$ cat config.mk
export PLATFORM = sky130hd
export DESIGN_NAME = digitizer_group_word_unpacker
export DESIGN_NICKNAME = d
export VERILOG_FILES = /design/src/rtl/dgwu_pkg.sv /design/src/rtl/dgwu_front.sv /design/src/rtl/dgwu_queue.sv /design/src/rtl/dgwu_back.sv /design/src/rtl/digitizer_group_word_unpacker.sv
export SDC_FILE = /design/constraint.sdc
export NUM_CORES = 1
export LEC_CHECK = 0
export ABC_AREA = 1
export BUFFER_PORTS_ARGS = -buffer_cell sky130_fd_sc_hd__buf_2
export CAP_MARGIN = 0
export CORE_MARGIN = 2
export CORE_UTILIZATION = 39
export CTS_CLUSTER_SIZE = 12
export DETAILED_ROUTE_END_ITERATION = 6
export PLACE_DENSITY_LB_ADDON = 0.25
export SLEW_MARGIN = 20
export SYNTH_ARGS = -nofsm -noshare
export SYNTH_HDL_FRONTEND = slang
export SYNTH_SLANG_ARGS = --single-unit
$ cat constraint.sdc
create_clock -name clock -period 4.05 [get_ports clock]
set_clock_uncertainty 0.05 [all_clocks]
set_input_delay 0.81 -clock clock [delete_from_list [all_inputs] [get_ports clock]]
set_output_delay 0.81 -clock clock [all_outputs]
set_load 0.03 [all_outputs]
$ cat src/rtl/dgwu_pkg.sv
`timescale 1ns / 1ps
// Shared types and constants for the digitizer group word unpacker.
// No dependencies.
package dgwu_pkg;

   localparam int WordWidth    = 32;
   localparam int ValueWidth   = 30;
   localparam int IndexWidth   = 11;
   localparam int ChannelWidth = 4;
   localparam int KindWidth    = 2;
   localparam int PartialWidth = 8;
   localparam int WordsWidth   = 12;
   localparam int TrigWidth    = 9;
   localparam int SampleWidth  = 12;
   localparam int StartWidth   = 10;

   // Region of the frame; the code doubles as the result kind.
   typedef enum logic [KindWidth-1:0] {
      RegionHeader  = 2'd0,
      RegionChannel = 2'd1,
      RegionTrigger = 2'd2,
      RegionTag     = 2'd3
   } region_type;

   typedef enum logic [1:0] {
      Phase0 = 2'd0,
      Phase1 = 2'd1,
      Phase2 = 2'd2,
      Phase3 = 2'd3
   } phase_type;

   localparam logic [ChannelWidth-1:0] TriggerChannel = 4'd8;

   // One classified word, passed from the front to the back.
   typedef struct packed {
      region_type                region;
      phase_type                 phase;
      logic [IndexWidth-1:0]     sample_index;
      logic [PartialWidth-1:0]   partial;
      logic [WordWidth-1:0]      word;
   } record_type;

endpackage

$ cat src/rtl/dgwu_front.sv
`timescale 1ns / 1ps
// Front end: accepts frame words, tracks the frame region and carry bits,
// and writes one classified record per word. Depends on dgwu_pkg.
module dgwu_front
   import dgwu_pkg::*;
(
   input  logic       clock,
   input  logic       reset,
   input  logic       push,
   input  logic [WordWidth-1:0] req_word,
   input  logic       queue_full,
   output logic       full,
   output logic       rec_push,
   output record_type rec_data
);

   region_type              region_ff, region_in;
   phase_type               phase_ff, phase_in;
   logic [WordsWidth-1:0]   words_left_ff, words_left_in;
   logic [TrigWidth-1:0]    trig_left_ff, trig_left_in;
   logic [IndexWidth-1:0]   count_ff, count_in;
   logic [PartialWidth-1:0] partial_ff, partial_in;
   logic [WordsWidth-1:0]   words_dec;
   logic [TrigWidth-1:0]    trig_dec;
   logic                    accept;

   assign full     = queue_full;
   assign accept   = push && !queue_full;
   assign rec_push = accept;

   assign rec_data.region       = region_ff;
   assign rec_data.phase        = phase_ff;
   assign rec_data.sample_index = count_ff;
   assign rec_data.partial      = partial_ff;
   assign rec_data.word         = req_word;

   assign words_dec = words_left_ff - WordsWidth'(1);
   assign trig_dec  = trig_left_ff - TrigWidth'(1);

   always_comb begin
      region_in     = region_ff;
      phase_in      = phase_ff;
      words_left_in = words_left_ff;
      trig_left_in  = trig_left_ff;
      count_in      = count_ff;
      partial_in    = partial_ff;
      if (accept) begin
         unique case (region_ff)
            RegionHeader: begin
               words_left_in = req_word[11:0];
               trig_left_in  = req_word[20:12];
               phase_in      = Phase0;
               count_in      = '0;
               partial_in    = '0;
               if (req_word[11:0] != '0) begin
                  region_in = RegionChannel;
               end else if (req_word[20:12] != '0) begin
                  region_in = RegionTrigger;
               end else begin
                  region_in = RegionTag;
               end
            end
            RegionChannel: begin
               unique case (phase_ff)
                  Phase0: begin
                     partial_in = req_word[31:24];
                     phase_in   = Phase1;
                  end
                  Phase1: begin
                     partial_in = {4'd0, req_word[31:28]};
                     phase_in   = Phase2;
                  end
                  Phase2, Phase3: begin
                     partial_in = '0;
                     phase_in   = Phase0;
                     count_in   = count_ff + IndexWidth'(1);
                  end
               endcase
               words_left_in = words_dec;
               if (words_dec == '0) begin
                  phase_in   = Phase0;
                  count_in   = '0;
                  partial_in = '0;
                  region_in  = (trig_left_ff != '0) ? RegionTrigger : RegionTag;
               end
            end
            RegionTrigger: begin
               unique case (phase_ff)
                  Phase0: begin
                     partial_in = req_word[31:24];
                     count_in   = count_ff + IndexWidth'(2);
                     phase_in   = Phase1;
                  end
                  Phase1: begin
                     partial_in = {4'd0, req_word[31:28]};
                     count_in   = count_ff + IndexWidth'(3);
                     phase_in   = Phase2;
                  end
                  Phase2, Phase3: begin
                     partial_in = '0;
                     count_in   = count_ff + IndexWidth'(3);
                     phase_in   = Phase0;
                  end
               endcase
               trig_left_in = trig_dec;
               if (trig_dec == '0) begin
                  region_in  = RegionTag;
                  phase_in   = Phase0;
                  partial_in = '0;
               end
            end
            RegionTag: begin
               region_in     = RegionHeader;
               words_left_in = '0;
               trig_left_in  = '0;
               phase_in      = Phase0;
               count_in      = '0;
               partial_in    = '0;
            end
         endcase
      end
   end

   always_ff @(posedge clock) begin
      if (reset) begin
         region_ff     <= RegionHeader;
         phase_ff      <= Phase0;
         words_left_ff <= '0;
         trig_left_ff  <= '0;
         count_ff      <= '0;
         partial_ff    <= '0;
      end else begin
         region_ff     <= region_in;
         phase_ff      <= phase_in;
         words_left_ff <= words_left_in;
         trig_left_ff  <= trig_left_in;
         count_ff      <= count_in;
         partial_ff    <= partial_in;
      end
   end

endmodule

$ cat src/rtl/dgwu_queue.sv
`timescale 1ns / 1ps
// Two-entry record queue between front and back; head entry at a fixed place.
// Depends on dgwu_pkg.
module dgwu_queue
   import dgwu_pkg::*;
(
   input  logic       clock,
   input  logic       reset,
   input  logic       wr_en,
   input  record_type wr_data,
   output logic       full,
   input  logic       rd_en,
   output logic       head_valid,
   output record_type head_data
);

   logic [1:0] count_ff, count_in;
   record_type head_ff, head_in;
   record_type tail_ff, tail_in;

   assign full       = (count_ff == 2'd2);
   assign head_valid = (count_ff != 2'd0);
   assign head_data  = head_ff;

   always_comb begin
      count_in = count_ff;
      head_in  = head_ff;
      tail_in  = tail_ff;
      priority if (wr_en && rd_en) begin
         if (count_ff == 2'd2) begin
            head_in = tail_ff;
            tail_in = wr_data;
         end else begin
            head_in = wr_data;
         end
      end else if (rd_en) begin
         head_in  = tail_ff;
         count_in = count_ff - 2'd1;
      end else if (wr_en) begin
         if (count_ff == 2'd0) begin
            head_in = wr_data;
         end else begin
            tail_in = wr_data;
         end
         count_in = count_ff + 2'd1;
      end else begin
         count_in = count_ff;
      end
   end

   always_ff @(posedge clock) begin
      if (reset) begin
         count_ff <= '0;
         head_ff  <= '0;
         tail_ff  <= '0;
      end else begin
         count_ff <= count_in;
         head_ff  <= head_in;
         tail_ff  <= tail_in;
      end
   end

endmodule

$ cat src/rtl/dgwu_back.sv
`timescale 1ns / 1ps
// Back end: expands each record into one to three results, one per cycle while the
// registered output beat they go into is free or popped. Depends on dgwu_pkg.
module dgwu_back
   import dgwu_pkg::*;
(
   input  logic       clock,
   input  logic       reset,
   input  logic       head_valid,
   input  record_type head_data,
   output logic       head_done,
   output logic       empty,
   input  logic       pop,
   output logic [KindWidth-1:0]    rsp_kind,
   output logic [ChannelWidth-1:0] rsp_channel,
   output logic [IndexWidth-1:0]   rsp_sample_index,
   output logic [ValueWidth-1:0]   rsp_value,
   output logic                    rsp_last_of_word,
   output logic                    rsp_end_of_event
);

   logic [1:0]              slot_ff, slot_in;
   logic                    out_valid_ff, out_valid_in;
   logic [KindWidth-1:0]    kind_ff;
   logic [ChannelWidth-1:0] channel_ff, channel_in;
   logic [IndexWidth-1:0]   index_ff, index_in;
   logic [ValueWidth-1:0]   value_ff, value_in;
   logic                    last_ff, eoe_ff, eoe_in;
   logic [1:0]              slot_last;
   logic                    is_last, fire;
   logic [ChannelWidth-1:0] chan_base;
   logic [SampleWidth-1:0]  sample;
   logic [WordWidth-1:0]    w;

   assign w = head_data.word;

   always_comb begin
      unique case (head_data.region)
         RegionHeader, RegionTag: slot_last = 2'd0;
         RegionChannel, RegionTrigger:
            slot_last = (head_data.phase == Phase0) ? 2'd1 : 2'd2;
      endcase
   end

   assign is_last   = (slot_ff == slot_last);
   assign fire      = head_valid && (!out_valid_ff || pop);
   assign head_done = fire && is_last;

   always_comb begin
      sample    = '0;
      chan_base = '0;
      unique case (head_data.phase)
         Phase0: begin
            chan_base = 4'd0;
            sample    = (slot_ff == 2'd0) ? w[11:0] : w[23:12];
         end
         Phase1: begin
            chan_base = 4'd2;
            unique case (slot_ff)
               2'd0:       sample = {w[3:0], head_data.partial};
               2'd1:       sample = w[15:4];
               2'd2, 2'd3: sample = w[27:16];
            endcase
         end
         Phase2, Phase3: begin
            chan_base = 4'd5;
            unique case (slot_ff)
               2'd0:       sample = {w[7:0], head_data.partial[3:0]};
               2'd1:       sample = w[19:8];
               2'd2, 2'd3: sample = w[31:20];
            endcase
         end
      endcase
   end

   always_comb begin
      channel_in = '0;
      index_in   = '0;
      value_in   = '0;
      eoe_in     = 1'b0;
      unique case (head_data.region)
         RegionHeader: begin
            value_in = ValueWidth'(w[30:21]);
         end
         RegionChannel: begin
            channel_in = chan_base + ChannelWidth'(slot_ff);
            index_in   = head_data.sample_index;
            value_in   = ValueWidth'(sample);
         end
         RegionTrigger: begin
            channel_in = TriggerChannel;
            index_in   = head_data.sample_index + IndexWidth'(slot_ff);
            value_in   = ValueWidth'(sample);
         end
         RegionTag: begin
            value_in = w[29:0];
            eoe_in   = 1'b1;
         end
      endcase
   end

   always_comb begin
      slot_in      = slot_ff;
      out_valid_in = out_valid_ff;
      if (fire) begin
         slot_in      = is_last ? 2'd0 : slot_ff + 2'd1;
         out_valid_in = 1'b1;
      end else if (pop) begin
         out_valid_in = 1'b0;
      end
   end

   always_ff @(posedge clock) begin
      if (reset) begin
         slot_ff      <= '0;
         out_valid_ff <= 1'b0;
      end else begin
         slot_ff      <= slot_in;
         out_valid_ff <= out_valid_in;
      end
      if (fire) begin
         kind_ff    <= head_data.region;
         channel_ff <= channel_in;
         index_ff   <= index_in;
         value_ff   <= value_in;
         last_ff    <= is_last;
         eoe_ff     <= eoe_in;
      end
   end

   assign empty            = !out_valid_ff;
   assign rsp_kind         = kind_ff;
   assign rsp_channel      = channel_ff;
   assign rsp_sample_index = index_ff;
   assign rsp_value        = value_ff;
   assign rsp_last_of_word = last_ff;
   assign rsp_end_of_event = eoe_ff;

endmodule

$ cat src/rtl/digitizer_group_word_unpacker.sv
`timescale 1ns / 1ps
// Digitizer group word unpacker: front classifier, record queue, result expander.
// A word's record is registered in the queue head, then each result in the output register.
// One result per cycle out of the back end while its output beat is free or popped, so three
// results per three-sample word, one per header or time tag word; the slot counter sets it.
// Reset (synchronous, active high) returns to awaiting a header and empties the queue.
module digitizer_group_word_unpacker
   import dgwu_pkg::*;
(
   input  logic                    clock,
   input  logic                    reset,
   input  logic                    push,
   output logic                    full,
   input  logic [WordWidth-1:0]    req_word,
   output logic                    empty,
   input  logic                    pop,
   output logic [KindWidth-1:0]    rsp_kind,
   output logic [ChannelWidth-1:0] rsp_channel,
   output logic [IndexWidth-1:0]   rsp_sample_index,
   output logic [ValueWidth-1:0]   rsp_value,
   output logic                    rsp_last_of_word,
   output logic                    rsp_end_of_event
);

   logic       queue_full;
   logic       rec_push;
   record_type rec_data;
   logic       head_valid;
   record_type head_data;
   logic       head_done;

   dgwu_front u_front (
      .clock      (clock),
      .reset      (reset),
      .push       (push),
      .req_word   (req_word),
      .queue_full (queue_full),
      .full       (full),
      .rec_push   (rec_push),
      .rec_data   (rec_data)
   );

   dgwu_queue u_queue (
      .clock      (clock),
      .reset      (reset),
      .wr_en      (rec_push),
      .wr_data    (rec_data),
      .full       (queue_full),
      .rd_en      (head_done),
      .head_valid (head_valid),
      .head_data  (head_data)
   );

   dgwu_back u_back (
      .clock            (clock),
      .reset            (reset),
      .head_valid       (head_valid),
      .head_data        (head_data),
      .head_done        (head_done),
      .empty            (empty),
      .pop              (pop),
      .rsp_kind         (rsp_kind),
      .rsp_channel      (rsp_channel),
      .rsp_sample_index (rsp_sample_index),
      .rsp_value        (rsp_value),
      .rsp_last_of_word (rsp_last_of_word),
      .rsp_end_of_event (rsp_end_of_event)
   );

endmodule
# Word-level counts from Yosys, hierarchy flattened
# Index checks and enable logic that the tools add are counted.
dict set report op_classes {
  add_sub_neg 10
  mul 0
  div 0
  n_lt_le_gt_ge 0
  n_eq_ne 23
  shifts 0
  mux 46
  n_bitwise 1
  n_reduce_logical 40
}
# cell count
set ops {}
lappend ops {{2-to-1 mux 55 bit} 10}
lappend ops {{case mux 12 bit (3 select lines)} 4}
lappend ops {{case mux 30 bit (3 select lines)} 1}
lappend ops {{case mux 8 bit (3 select lines)} 2}
lappend ops {{case mux 11 bit (2 select lines)} 2}
lappend ops {{case mux 11 bit (3 select lines)} 1}
lappend ops {{case mux 9 bit (3 select lines)} 1}
lappend ops {{adder 11 x 2 -> 11 bit (second input constant)} 2}
lappend ops {{== test 2 bit (second input constant)} 11}
lappend ops {{2-to-1 mux 11 bit} 2}
lappend ops {{2-to-1 mux 2 bit} 9}
lappend ops {{nonzero test 9 bit} 2}
lappend ops {{2-to-1 mux 8 bit} 2}
lappend ops {{zero test 12 bit} 1}
lappend ops {{zero test 2 bit} 6}
lappend ops {{2-to-1 mux 12 bit} 1}
lappend ops {{case mux 2 bit (3 select lines)} 2}
lappend ops {{case mux 4 bit (3 select lines)} 1}
lappend ops {{nonzero test 12 bit} 1}
lappend ops {{nonzero test 3 bit} 4}
lappend ops {{OR reduction 2 bit} 6}
lappend ops {{subtractor 12 x 1 -> 12 bit (second input constant)} 1}
lappend ops {{adder 11 x 1 -> 11 bit (second input constant)} 1}
lappend ops {{adder 11 x 2 -> 11 bit} 1}
lappend ops {{other kinds (23)} 46}
dict set report word_totals {
  register_bits 208
  latchBits 0
  ram_bits 0
  rom_bits 0
  input_bits 36
  word_cells 145
  mem_count 0
}

# Logic depth before layout (Yosys ltp)
# Gate-level depths: netlist of the first run.
dict set report logic_depth {
  ltp_word 8
  mapped_depth 16
}

# Modules after synthesis
# Synthesis of the first run repeated with hierarchy kept, for this count alone.
dict set report hier_totals {
  hier_cells 1783
  hier_area_um2 12095.4
}
# mod n_inst cells_per_inst area_per_inst_um2 seq_area_each_um2
set modules_own_cells {}
lappend modules_own_cells {dgwu_queue 1 867 5599.1 2242.2}
lappend modules_own_cells {dgwu_front 1 509 3258.1 880.8}
lappend modules_own_cells {dgwu_back 1 407 3238.1 1531.5}

# Worst setup path after synthesis of the first run
# OpenSTA, ideal clock, no wires.
dict set report synth_path {
  kind {input -> register}
  start {input port pop}
  end {register u_queue.head_ff, in the netlist u_queue.head_data[0]}
  setup_time_ps 125
  t_arrival_ps 3489
  required_time_ps 3875
  setup_slack_ps 385
  cell_stages 10
  cell_sequence {nor2_1 > nor2_2 > nand2_4 > buf_2 > buf_2 > ha_1 > nor2_2 > buf_6 > buf_2 > a31oi_1}
}
dict set report synth_between {
  elab_chain_len 6
}
# item line
set synth_lines {}
lappend synth_lines {{start: declaration} digitizer_group_word_unpacker.sv:16} ;# input logic pop,
lappend synth_lines {{logical OR 1 bit (*)} dgwu_back.sv:46} ;# assign fire = head_valid && (!out_valid_ff || pop);
lappend synth_lines {{logical AND 1 bit (*)} dgwu_back.sv:46}
lappend synth_lines {{via u_back.fire} dgwu_back.sv:30} ;# logic is_last, fire;
lappend synth_lines {{logical AND 1 bit (*)} dgwu_back.sv:47} ;# assign head_done = fire && is_last;
lappend synth_lines {{logical AND 1 bit} dgwu_queue.sv:29} ;# priority if (wr_en && rd_en) begin
lappend synth_lines {{nonzero test 3 bit (no line)} -}
lappend synth_lines {{AND reduction 2 bit (no line)} -}
lappend synth_lines {{end signal: assignment} dgwu_queue.sv:58} ;# head_ff <= head_in;
lappend synth_lines {{end: declaration} dgwu_queue.sv:18} ;# record_type head_ff, head_in;
# The timed path passes the listed nets; every way through them passes the cells marked *.
# A chain may end at the register's enable or synchronous reset.

# Worst setup path after layout of the first run
dict set report layout_path {
  start {register u_queue.head_ff, in the netlist u_queue.head_data[53]}
  end {register u_queue.tail_ff[21] (netlist bit)}
}
dict set report layout_between {
  elab_chain_len 8
}
# item line
set layout_lines {}
lappend layout_lines {{== test 2 x 1 -> 1 bit (tied with other cells)} dgwu_back.sv:38} ;# unique case (head_data.region)
lappend layout_lines {{OR reduction 2 bit (on tied branches)} -}
lappend layout_lines {{case mux 2 bit (2 select lines) (*)} dgwu_back.sv:38}
lappend layout_lines {{== test 2 bit (*)} dgwu_back.sv:45} ;# assign is_last = (slot_ff == slot_last);
lappend layout_lines {{via u_back.is_last} dgwu_back.sv:30}
lappend layout_lines {{logical AND 1 bit (*)} dgwu_back.sv:47}
lappend layout_lines {{logical AND 1 bit} dgwu_queue.sv:29}
lappend layout_lines {{!= test 2 bit (no line) (tied with other cells)} -}
lappend layout_lines {{AND reduction 4 bit (no line)} -}
lappend layout_lines {{end signal: assignment} dgwu_queue.sv:59} ;# tail_ff <= tail_in;
lappend layout_lines {{end: declaration} dgwu_queue.sv:19} ;# record_type tail_ff, tail_in;
# Marked as above.

==> flow_metrics.py, run 1 <==
metrics = {
    "setup_path": {
        "endpoint_kind": "flop",
        "path_class": "flop to flop",
        "path_max_fanout": 55,
        "required_ns": 4.45,
        "critPathLaunchType": "flop",
        "cp.arrival_ns": 3.59,
    },
    "timing": {
        "post-route-period-util_pct": 78.7,
        "fin_crit_ns": 3.19,
        "hold_viol_final": 0,
        "finalSetupViolations": 0,
        "max_slew.worst_pin.slew_ns": 1.06,
        "max_freq_mhz": 314,
        "maxSlewViolCount": 0,
        "whs_ns": 0.419,
        "tns_ns": 0,
        "slew_headroom_pct": 29.2,
        "rsz0062_at_grt": "no",
    },
    "clock_tree": {
        "cts_sinks": 208,
        "path_clk_slew_ns": 0.06,
        "cts-resized-gates": 0,
        "clkLatencyLatePin_ns": 0.53,
        "hold_buffers": 0,
        "cts-root-buf": "clkbuf_16",
        "cts_buffer_depth": 3,
        "numCtsBuffers": 25,
        "post_cts_buffers": 0,
        "cts_htree_levels": 1,
        "cts_tree": "built",
    },
    "power": {
        "p_sw_share_pct": 46.6,
        "clockPowerShare_pct": 21.9,
        "power.density_nw_per_um2": 855,
        "cell_internal_pwr_mw": 5.93,
        "peakVddDrop_mv": 0.826,
        "power_frac_comb_pct": 47.8,
        "p_seq_share_pct": 30.3,
        "leakagePower_nw": 4.93,
        "p_sw_mw": 5.18,
    },
    "floorplanning": {
        "die-area_um2": 30800,
        "pin_count": 87,
        "rows": 62,
        "die_h_um": 175,
        "start_util_pct": 39.8,
        "fp.coreArea_um2": 28800,
        "fp.dieW_um": 175,
    },
    "place": {
        "hpwl_mm": 22.4,
        "dp.cells": 1947,
        "gp_congestion": 0.901,
        "port_buffers": 86,
    },
    "final_layout": {
        "finalNonFillerCells": 1993,
        "n_antenna_cell": 0,
        "area_growth_pct": 13.5,
        "utilization_pct": 45.2,
        "nets": 1654,
        "drive_above_1_share_pct": 11.1,
    },
    "logic_synthesis": {
        "syn-num-nets": 1629,
        "ys_async_sr_fraction_pct": 0,
        "ys.flop_type": "dfxtp_1",
        "syn-cell-area_um2": 11500,
        "synthCells": 1565,
        "synth_top_area_share_pct": 27.8,
        "ys_seq_area_share_pct": 40.6,
        "synth.distinct_cells": 44,
        "synth_common_cells": "nand2_1, a21oi_1, o21ai_0",
        "ys_warn_count": 0,
        "synth_seq_cells": 208,
        "yosysTopAreaCell": "dfxtp_1",
        "synth_edf_count": 49,
        "synthTopCellsByArea": "dfxtp_1, edfxtp_1, a21oi_1",
        "synth.most_common_cell": "nand2_1",
        "syn_area_per_cell_um2": 7.32,
    },
    "routing": {
        "drt_first_pass_iters": 5,
        "ant_nets": 0,
        "wl_per_cell_um": 17.1,
        "drt_iter0_drc": 1061,
        "detail_route.wirelength_mm": 34.1,
        "vias": 11100,
        "drc": 0,
        "routed_via_density": 5.55,
    },
    "global_routing": {
        "grt_usage_pct": 21.7,
        "overflow": 0,
        "grt_pass1_wl_mm": 54.5,
        "antenna_found_initial": 0,
        "grt_pass1_vias": 10100,
        "grt_max_degree": 112,
    },
    "worst_hold_path": {
        "hold_path.class": "flop to flop",
    },
    "run": {
        "drv_cap": 0,
    },
    "outcome": {
        "status": "complete, no violations",
    },
}
kinds of logic after synthesis:
family / synth area share, %
AND/OR/NAND/NOR: 18.2
AO/OA/AOI/OAI: 27.6
flip-flops: 40.6
buffers and inverters: 8.91
adder cells (fa/ha/maj): 3.19
XOR/XNOR: 1.45
cell usage in the layout (no fill, tap or decap), types with 3 or more instances in the layout:
cell type  instances
nor2_2             3
o32ai_1            3
buf_4             21
nor2_4             4
o21ai_0          159
nand2_1          235
a22oi_1            7
inv_2              4
nand4_1           11
a211oi_1           8
nor3_1            15
clkbuf_16         28
xnor2_1            5
o21ai_1           45
buf_2             86
a21oi_1          229
a31oi_1           59
o221ai_1           3
o21bai_1           3
edfxtp_1          49
clkbuf_8           8
dfxtp_1          159
o22ai_1           15
clkinv_2           4
nand3_1          107
nor2_1           107
ha_1              25
inv_1            127
nand2_2            6
xor2_1            14
o211ai_1          12
a221oi_1          22
worst paths after layout:
kind         slack (ns)                  end                  start  cells after the start
max reg2reg        0.86  u_queue.tail_ff[21]  u_queue.head_data[53]                     15
min reg2reg        0.42  u_queue.tail_ff[39]    u_queue.tail_ff[39]                      2
min                0.42  u_queue.tail_ff[39]    u_queue.tail_ff[39]                      2
max                0.86  u_queue.tail_ff[21]  u_queue.head_data[53]                     15
registers in the layout (all words and copies together) (netlist names):
register and flops:
u_front.count_ff 11, u_back.rsp_end_of_event 1, u_queue.head_data 55, u_front.trig_left_ff 9
u_back.rsp_kind 2, u_back.rsp_channel 4, u_queue.count_ff 2, u_back.out_valid_ff 1
u_back.slot_ff 2, u_queue.tail_ff 55, u_front.region_ff 2, u_back.rsp_value 30
u_back.rsp_last_of_word 1, u_back.rsp_sample_index 11, u_front.phase_ff 2, u_front.words_left_ff 12
u_front.partial_ff 8
final cells by class:
cell class              count  area, um2
clock buffers              38        818
multi-input cells        1112       5810
flip-flops and latches    208       4650
clock inverters             8       98.8
fillers                  2931      15800
inverters                 134        507
repair buffers            109        628
well taps                 384        480
worst max-delay path, stage by stage, from the launching register on:
cell     delay (ns)
dfxtp_1        0.39
inv_1          0.09
ha_1           0.50
inv_2          0.06
nor2_1         0.12
nor2_1         0.06
nand2_1        0.13
nand2_2        0.08
nand2_4        0.08
inv_4          0.05
ha_2           0.17
buf_4          0.22
o21ai_4        0.19
buf_4          0.58
nand3_1        0.15
a21oi_1        0.18
per-layer routing:
layer / wire length [um] / global-route usage (%)
met5: 0 / 0
met4: 953 / 6.53
met3: 2030 / 2.45
met2: 15100 / 33.8
met1: 16000 / 31.4
power by group through the flow:
stage / sequential [mW] / clock, mW / combinational (mW)
floorplan: 3.60 / 0 / 3.75
detailed placement: 3.40 / 0 / 5.27
global route: 3.44 / 2.56 / 5.93
CTS: 3.36 / 2.47 / 5.29
finish: 3.37 / 2.43 / 5.31
global placement: 3.39 / 0 / 5.22
metrics by stage:
stage | total power [mW] | cell area (um2) | worst slack, ns
after floorplan | 7.35 | 11500 | 0.385
final | 11.1 | 13000 | 0.865
after global placement | 8.61 | 12100 | 0.963
after detailed placement | 8.68 | 12100 | 0.882
after CTS | 11.1 | 13000 | 0.875
after global routing | 11.9 | 13000 | 0.565
Note: power is estimated with default switching activity, not from simulation.
==> inputs of run 2 (changes only) <==
==> constraint.sdc (replaced) <==
create_clock -name clock -period 2.6 [get_ports clock]
set_clock_uncertainty 0.05 [all_clocks]
set_input_delay 0.52 -clock clock [delete_from_list [all_inputs] [get_ports clock]]
set_output_delay 0.52 -clock clock [all_outputs]
set_load 0.03 [all_outputs]
==> flow_metrics.py, run 2 (synthesized netlist as in run 1, its figures left out) <==
metrics = {
    "global_routing": {
        "grt_pass1_vias": 10300,
        "use_met2_pct": 33.8,
        "grt_max_degree": 105,
        "gr-usage-met1_pct": 31.3,
        "overflow": 0,
        "grt_busiest_layer": "met2",
        "grt_pass1_wl_mm": 55.1,
        "gr-usage-met3_pct": 3.16,
        "antenna_found_initial": 0,
        "grt_usage_pct": 21.7,
    },
    "routing": {
        "ant_nets": 0,
        "routed_via_density": 5.52,
        "vias": 11200,
        "wl_per_cell_um": 17.1,
        "detail_route.wirelength_mm": 34.8,
        "drt_iter0_drc": 933,
        "drc": 0,
        "drt_first_pass_iters": 5,
    },
    "final_layout": {
        "nets": 1700,
        "area_growth_pct": 17.6,
        "layout_commonest_cell": "nand2_1",
        "n_antenna_cell": 0,
        "layout_common_cells": "nand2_1, a21oi_1, o21ai_0",
        "drive_above_1_share_pct": 14.2,
        "fillerInstances": 2909,
        "utilization_pct": 46.8,
    },
    "timing": {
        "hold_viol_final": 0,
        "fin_crit_ns": 2.45,
        "maxSlewViolCount": 0,
        "finalSetupViolations": 0,
        "max_freq_mhz": 409,
        "slew_headroom_pct": 33.5,
        "tns_ns": 0,
        "max_slew.worst_pin.slew_ns": 0.998,
        "post-route-period-util_pct": 94.1,
    },
    "power": {
        "peakVddDrop_mv": 0.608,
        "leakagePower_nw": 5.17,
        "finalPower_mw": 18.1,
        "power.density_nw_per_um2": 1340,
    },
    "place": {
        "hpwl_mm": 23.5,
        "port_buffers": 86,
        "gp_congestion": 0.895,
    },
    "clock_tree": {
        "cts-root-buf": "clkbuf_16",
        "cts_tree": "built",
        "hold_buffers": 0,
        "cts_sinks": 208,
        "numCtsBuffers": 25,
        "clkLatencyLatePin_ns": 0.53,
        "path_clk_slew_ns": 0.06,
        "cts_buffer_depth": 3,
        "cts_htree_levels": 1,
    },
    "floorplanning": {
        "start_util_pct": 39.8,
        "pin_count": 87,
        "rows": 62,
        "fp.dieW_um": 175,
        "die_h_um": 175,
        "fp.coreArea_um2": 28800,
        "die-area_um2": 30800,
    },
    "setup_path": {
        "endpoint_kind": "flop",
        "path_class": "flop to flop",
        "path_buf_inv": 5,
        "critPathTopFamily": "simple AND/OR/NAND/NOR gates",
        "cp.arrival_ns": 2.76,
        "critPathLaunchType": "flop",
        "max_stage_delay_ns": 0.32,
        "path_max_fanout": 24,
        "cp_cell_sequence": "inv_1, ha_4, inv_2, nor2_2, nor2_1, nand2_1, nand2_2, nand2_4, inv_4, ha_4, inv_2, o21ai_4, nand2_2, buf_12, nand2_1, a21oi_2",
        "required_ns": 2.92,
        "slowest_stage": "dfxtp_1",
    },
    "worst_hold_path": {
        "hold_path.class": "input pin to flop",
    },
    "run": {
        "drv_cap": 0,
    },
    "outcome": {
        "status": "complete, no violations",
    },
}
-- run 2: changes by cell type in the layout (fill, tap and decap cells not counted), moves of 3 or more --
cell / before / now
ha_4: 0 / 3
buf_6: 0 / 4
inv_2: 4 / 7
buf_12: 2 / 11
nor2_2: 3 / 6
clkbuf_8: 8 / 4
nor2_1: 107 / 104
buf_4: 21 / 51
-- run 2: timing repair --
item	CTS	global route
setup buffers	0	5
pin swaps	1	3
gates cloned	1	3
resized for setup	1	12
setup endpoints to repair	36	116
-- run 2: stage by stage --
stage | setup WS (ns) | hold slack [ns] | cells | instance area [um2]
2_1_floorplan | -0.0391 | 0.397 | 1565 | 11600
3_3_place_gp | 0.0269 | 0.404 | 1984 | 12500
3_5_place_dp | -0.0826 | 0.408 | 1984 | 12500
4_1_cts | 0.0274 | 0.196 | 2028 | 13300
5_1_grt | -0.0275 | 0.209 | 2036 | 13500
6_report | 0.154 | 0.210 | 2036 | 13500
-- run 2: worst reg2reg max path: cells and delay by family (launching register included) --
family                   cells  cell delay (ns)
AO/OA/AOI/OAI                2             0.26
buffers and inverters        5             0.50
flip-flops                   1             0.32
AND/OR/NAND/NOR              7             0.71
adder cells (fa/ha/maj)      2             0.44
-- run 2: cell type report --
cell class / count / area (um2) / share of cell area, %
multi-input combinational: 1113 / 5880 / 43.7
sequential: 208 / 4660 / 34.6
timing repair buffer: 154 / 1130 / 8.38
clock buffer: 34 / 743 / 5.52
inverter: 134 / 505 / 3.75
tap: 384 / 480 / 3.57
clock inverter: 9 / 76.3 / 0.567
-- run 2: routing by layer --
metal / up-vias / wire length (um) / share of wire (%)
met4: 0 / 1040 / 3.0
li1: 5608 / - / -
met5: - / 0 / 0
met1: 5201 / 16300 / 47
met3: 66 / 2210 / 6.4
met2: 364 / 15200 / 44
-- run 2: report_power, final --
group	total, mW	internal (mW)	switching, mW
registers	5.22	4.43	0.792
logic	9.39	3.23	6.15
clock network	3.47	2.09	1.38
-- run 2: worst paths after layout --
kind / startpoint / end / slack [ns] / depth (start not counted)
hold / removal: req_word[21] / u_queue.tail_ff[21] / 0.21 / 3
setup / recovery: u_queue.head_data[53] / u_queue.tail_ff[8] / 0.15 / 16
setup reg to reg: u_queue.head_data[53] / u_queue.tail_ff[8] / 0.15 / 16
hold reg to reg: u_queue.tail_ff[10] / u_queue.tail_ff[10] / 0.42 / 2
==> inputs of run 3 (changes only) <==
--- a/config.mk
+++ b/config.mk
@@ -6,12 +6,12 @@
 export NUM_CORES = 1
 export LEC_CHECK = 0
 export ABC_AREA = 1
-export BUFFER_PORTS_ARGS = -buffer_cell sky130_fd_sc_hd__buf_2
 export CAP_MARGIN = 0
 export CORE_MARGIN = 2
 export CORE_UTILIZATION = 39
 export CTS_CLUSTER_SIZE = 12
 export DETAILED_ROUTE_END_ITERATION = 6
+export DONT_BUFFER_PORTS = 1
 export PLACE_DENSITY_LB_ADDON = 0.25
 export SLEW_MARGIN = 20
 export SYNTH_ARGS = -nofsm -noshare
==> flow_metrics.py, run 3 (synthesized netlist as in run 1, its figures left out) <==
metrics = {
    "clock_tree": {
        "cts-root-buf": "clkbuf_16",
        "clkLatencyLatePin_ns": 0.53,
        "cts_tree": "built",
        "numCtsBuffers": 24,
        "cts_htree_levels": 1,
        "cts_buffer_depth": 3,
        "cts_sinks": 208,
        "path_clk_slew_ns": 0.06,
    },
    "floorplanning": {
        "pin_count": 87,
        "fp.coreArea_um2": 28800,
        "die-area_um2": 30800,
        "fp.dieW_um": 175,
        "die_h_um": 175,
        "start_util_pct": 39.8,
        "rows": 62,
    },
    "power": {
        "cell_internal_pwr_mw": 9.58,
        "leakagePower_nw": 4.78,
        "power.density_nw_per_um2": 1380,
        "clockPowerShare_pct": 18.1,
        "p_sw_mw": 8.38,
        "p_seq_share_pct": 32.9,
        "finalPower_mw": 18.0,
        "peakVddDrop_mv": 0.593,
        "power_frac_comb_pct": 49.1,
        "p_sw_share_pct": 46.6,
    },
    "place": {
        "port_buffers": 0,
        "gp_congestion": 0.903,
        "pre_cts_ws_ns": -0.0113,
        "dp.cells": 1887,
        "hpwl_mm": 23.6,
    },
    "setup_path": {
        "path_max_fanout": 18,
        "critPathLaunchType": "flop",
        "path_class": "flop to flop",
        "r2r_start": "u_queue.head_data[54]",
        "cp.arrival_ns": 2.79,
        "crit_start": "u_queue.head_data[54]",
        "required_ns": 2.95,
        "endpoint_kind": "flop",
    },
    "timing": {
        "hold_viol_final": 0,
        "fin_crit_ns": 2.44,
        "max_freq_mhz": 410,
        "max_slew.worst_pin.slew_ns": 0.654,
        "post-route-period-util_pct": 93.8,
        "tns_ns": 0,
        "rsz0062_at_grt": "yes",
        "maxSlewViolCount": 0,
        "setup_slack_ns": 0.161,
        "finalSetupViolations": 0,
        "slew_headroom_pct": 56.4,
    },
    "final_layout": {
        "fillerInstances": 2933,
        "area_growth_pct": 13.5,
        "drive_above_1_share_pct": 8.39,
        "n_antenna_cell": 0,
        "finalNonFillerCells": 1945,
        "layout_common_cells": "nand2_1, a21oi_1, o21ai_0, dfxtp_1, inv_1",
        "nets": 1607,
        "layout_commonest_cell": "nand2_1",
    },
    "global_routing": {
        "grt_pass1_vias": 10100,
        "grt_pass1_wl_mm": 54.5,
        "grt_usage_pct": 21.8,
        "grt_max_degree": 113,
        "overflow": 0,
        "antenna_found_initial": 0,
    },
    "routing": {
        "routed_via_density": 5.66,
        "vias": 11000,
        "detail_route.wirelength_mm": 35.9,
        "wl_per_cell_um": 18.5,
        "drt_iter0_drc": 1161,
        "drt_first_pass_iters": 5,
        "drc": 0,
        "ant_nets": 0,
    },
    "outcome": {
        "status": "complete, no violations",
    },
    "worst_hold_path": {
        "holdCritStartpoint": "reset",
        "hold_path.class": "input pin to flop",
    },
    "run": {
        "drv_cap": 0,
    },
}
## run 3: cell type report
class | instances | area, um2 | area share [%]
multi-input combinational | 1112 | 5880 | 45.2
sequential | 208 | 4660 | 35.8
timing repair buffer | 63 | 739 | 5.69
clock buffer | 37 | 681 | 5.24
inverter | 134 | 505 | 3.89
tap | 384 | 480 | 3.70
clock inverter | 7 | 58.8 | 0.452
## run 3: metrics by stage
stage	hold WS, ns	area (um2)	utilization [%]
2_1_floorplan	0.397	11600	-
3_3_place_gp	0.400	11900	41.4
3_5_place_dp	0.407	11900	41.4
4_1_cts	0.00536	12700	44.1
5_1_grt	0.0199	13000	45.2
6_report	0.0410	13000	45.2
## run 3: worst max-delay path, cell delays in order (launching register included)
cell       delay (ns)
dfxtp_1          0.33
inv_1            0.08
ha_4             0.31
inv_2            0.04
nor2_2           0.09
nand3_1          0.11
nand2_2          0.12
nand2_4          0.12
inv_4            0.09
ha_4             0.17
inv_2            0.07
o21ai_4          0.20
nand2_2          0.17
clkbuf_16        0.23
nand2_1          0.07
a21oi_1          0.05
## run 3: power groups by stage
stage | clock, mW | combinational [mW] | sequential (mW)
final | 3.24 | 8.82 | 5.90
after global placement | 0 | 7.66 | 5.94
after detailed placement | 0 | 7.77 | 5.95
after global routing | 3.44 | 9.73 | 6.01
after CTS | 3.31 | 7.88 | 5.88
after floorplan | 0 | 6.04 | 5.59
## run 3: path summary, 6_finish.rpt
| path | to | slack, ns | cells past startpoint |
|---|---|---|---|
| worst min register to register | u_queue.tail_ff[7] | 0.42 | 2 |
| worst max register to register | u_queue.tail_ff[14] | 0.16 | 15 |
| worst max-delay path | u_queue.tail_ff[14] | 0.16 | 15 |
| worst min-delay path | u_front.words_left_ff[0] | 0.04 | 1 |
## run 3: metal layers
layer  routed length, um  vias to the layer above  global-route usage (%)
li1                    -                     5423                       -
met1               16500                     5141                    30.5
met2               15800                      371                    34.3
met3                2450                       70                    3.70
met4                1130                        0                    6.42
met5                   0                        -                       0
## run 3: timing repair
| action | 4_1_cts | 5_1_grt |
|---|---|---|
| hold buffers | 0 | 0 |
| pin swaps | 1 | 5 |
| endpoints found under the setup margin | 37 | 118 |
| buffers inserted | 1 | 7 |
| resized for setup | 2 | 22 |
| cloned | 0 | 6 |
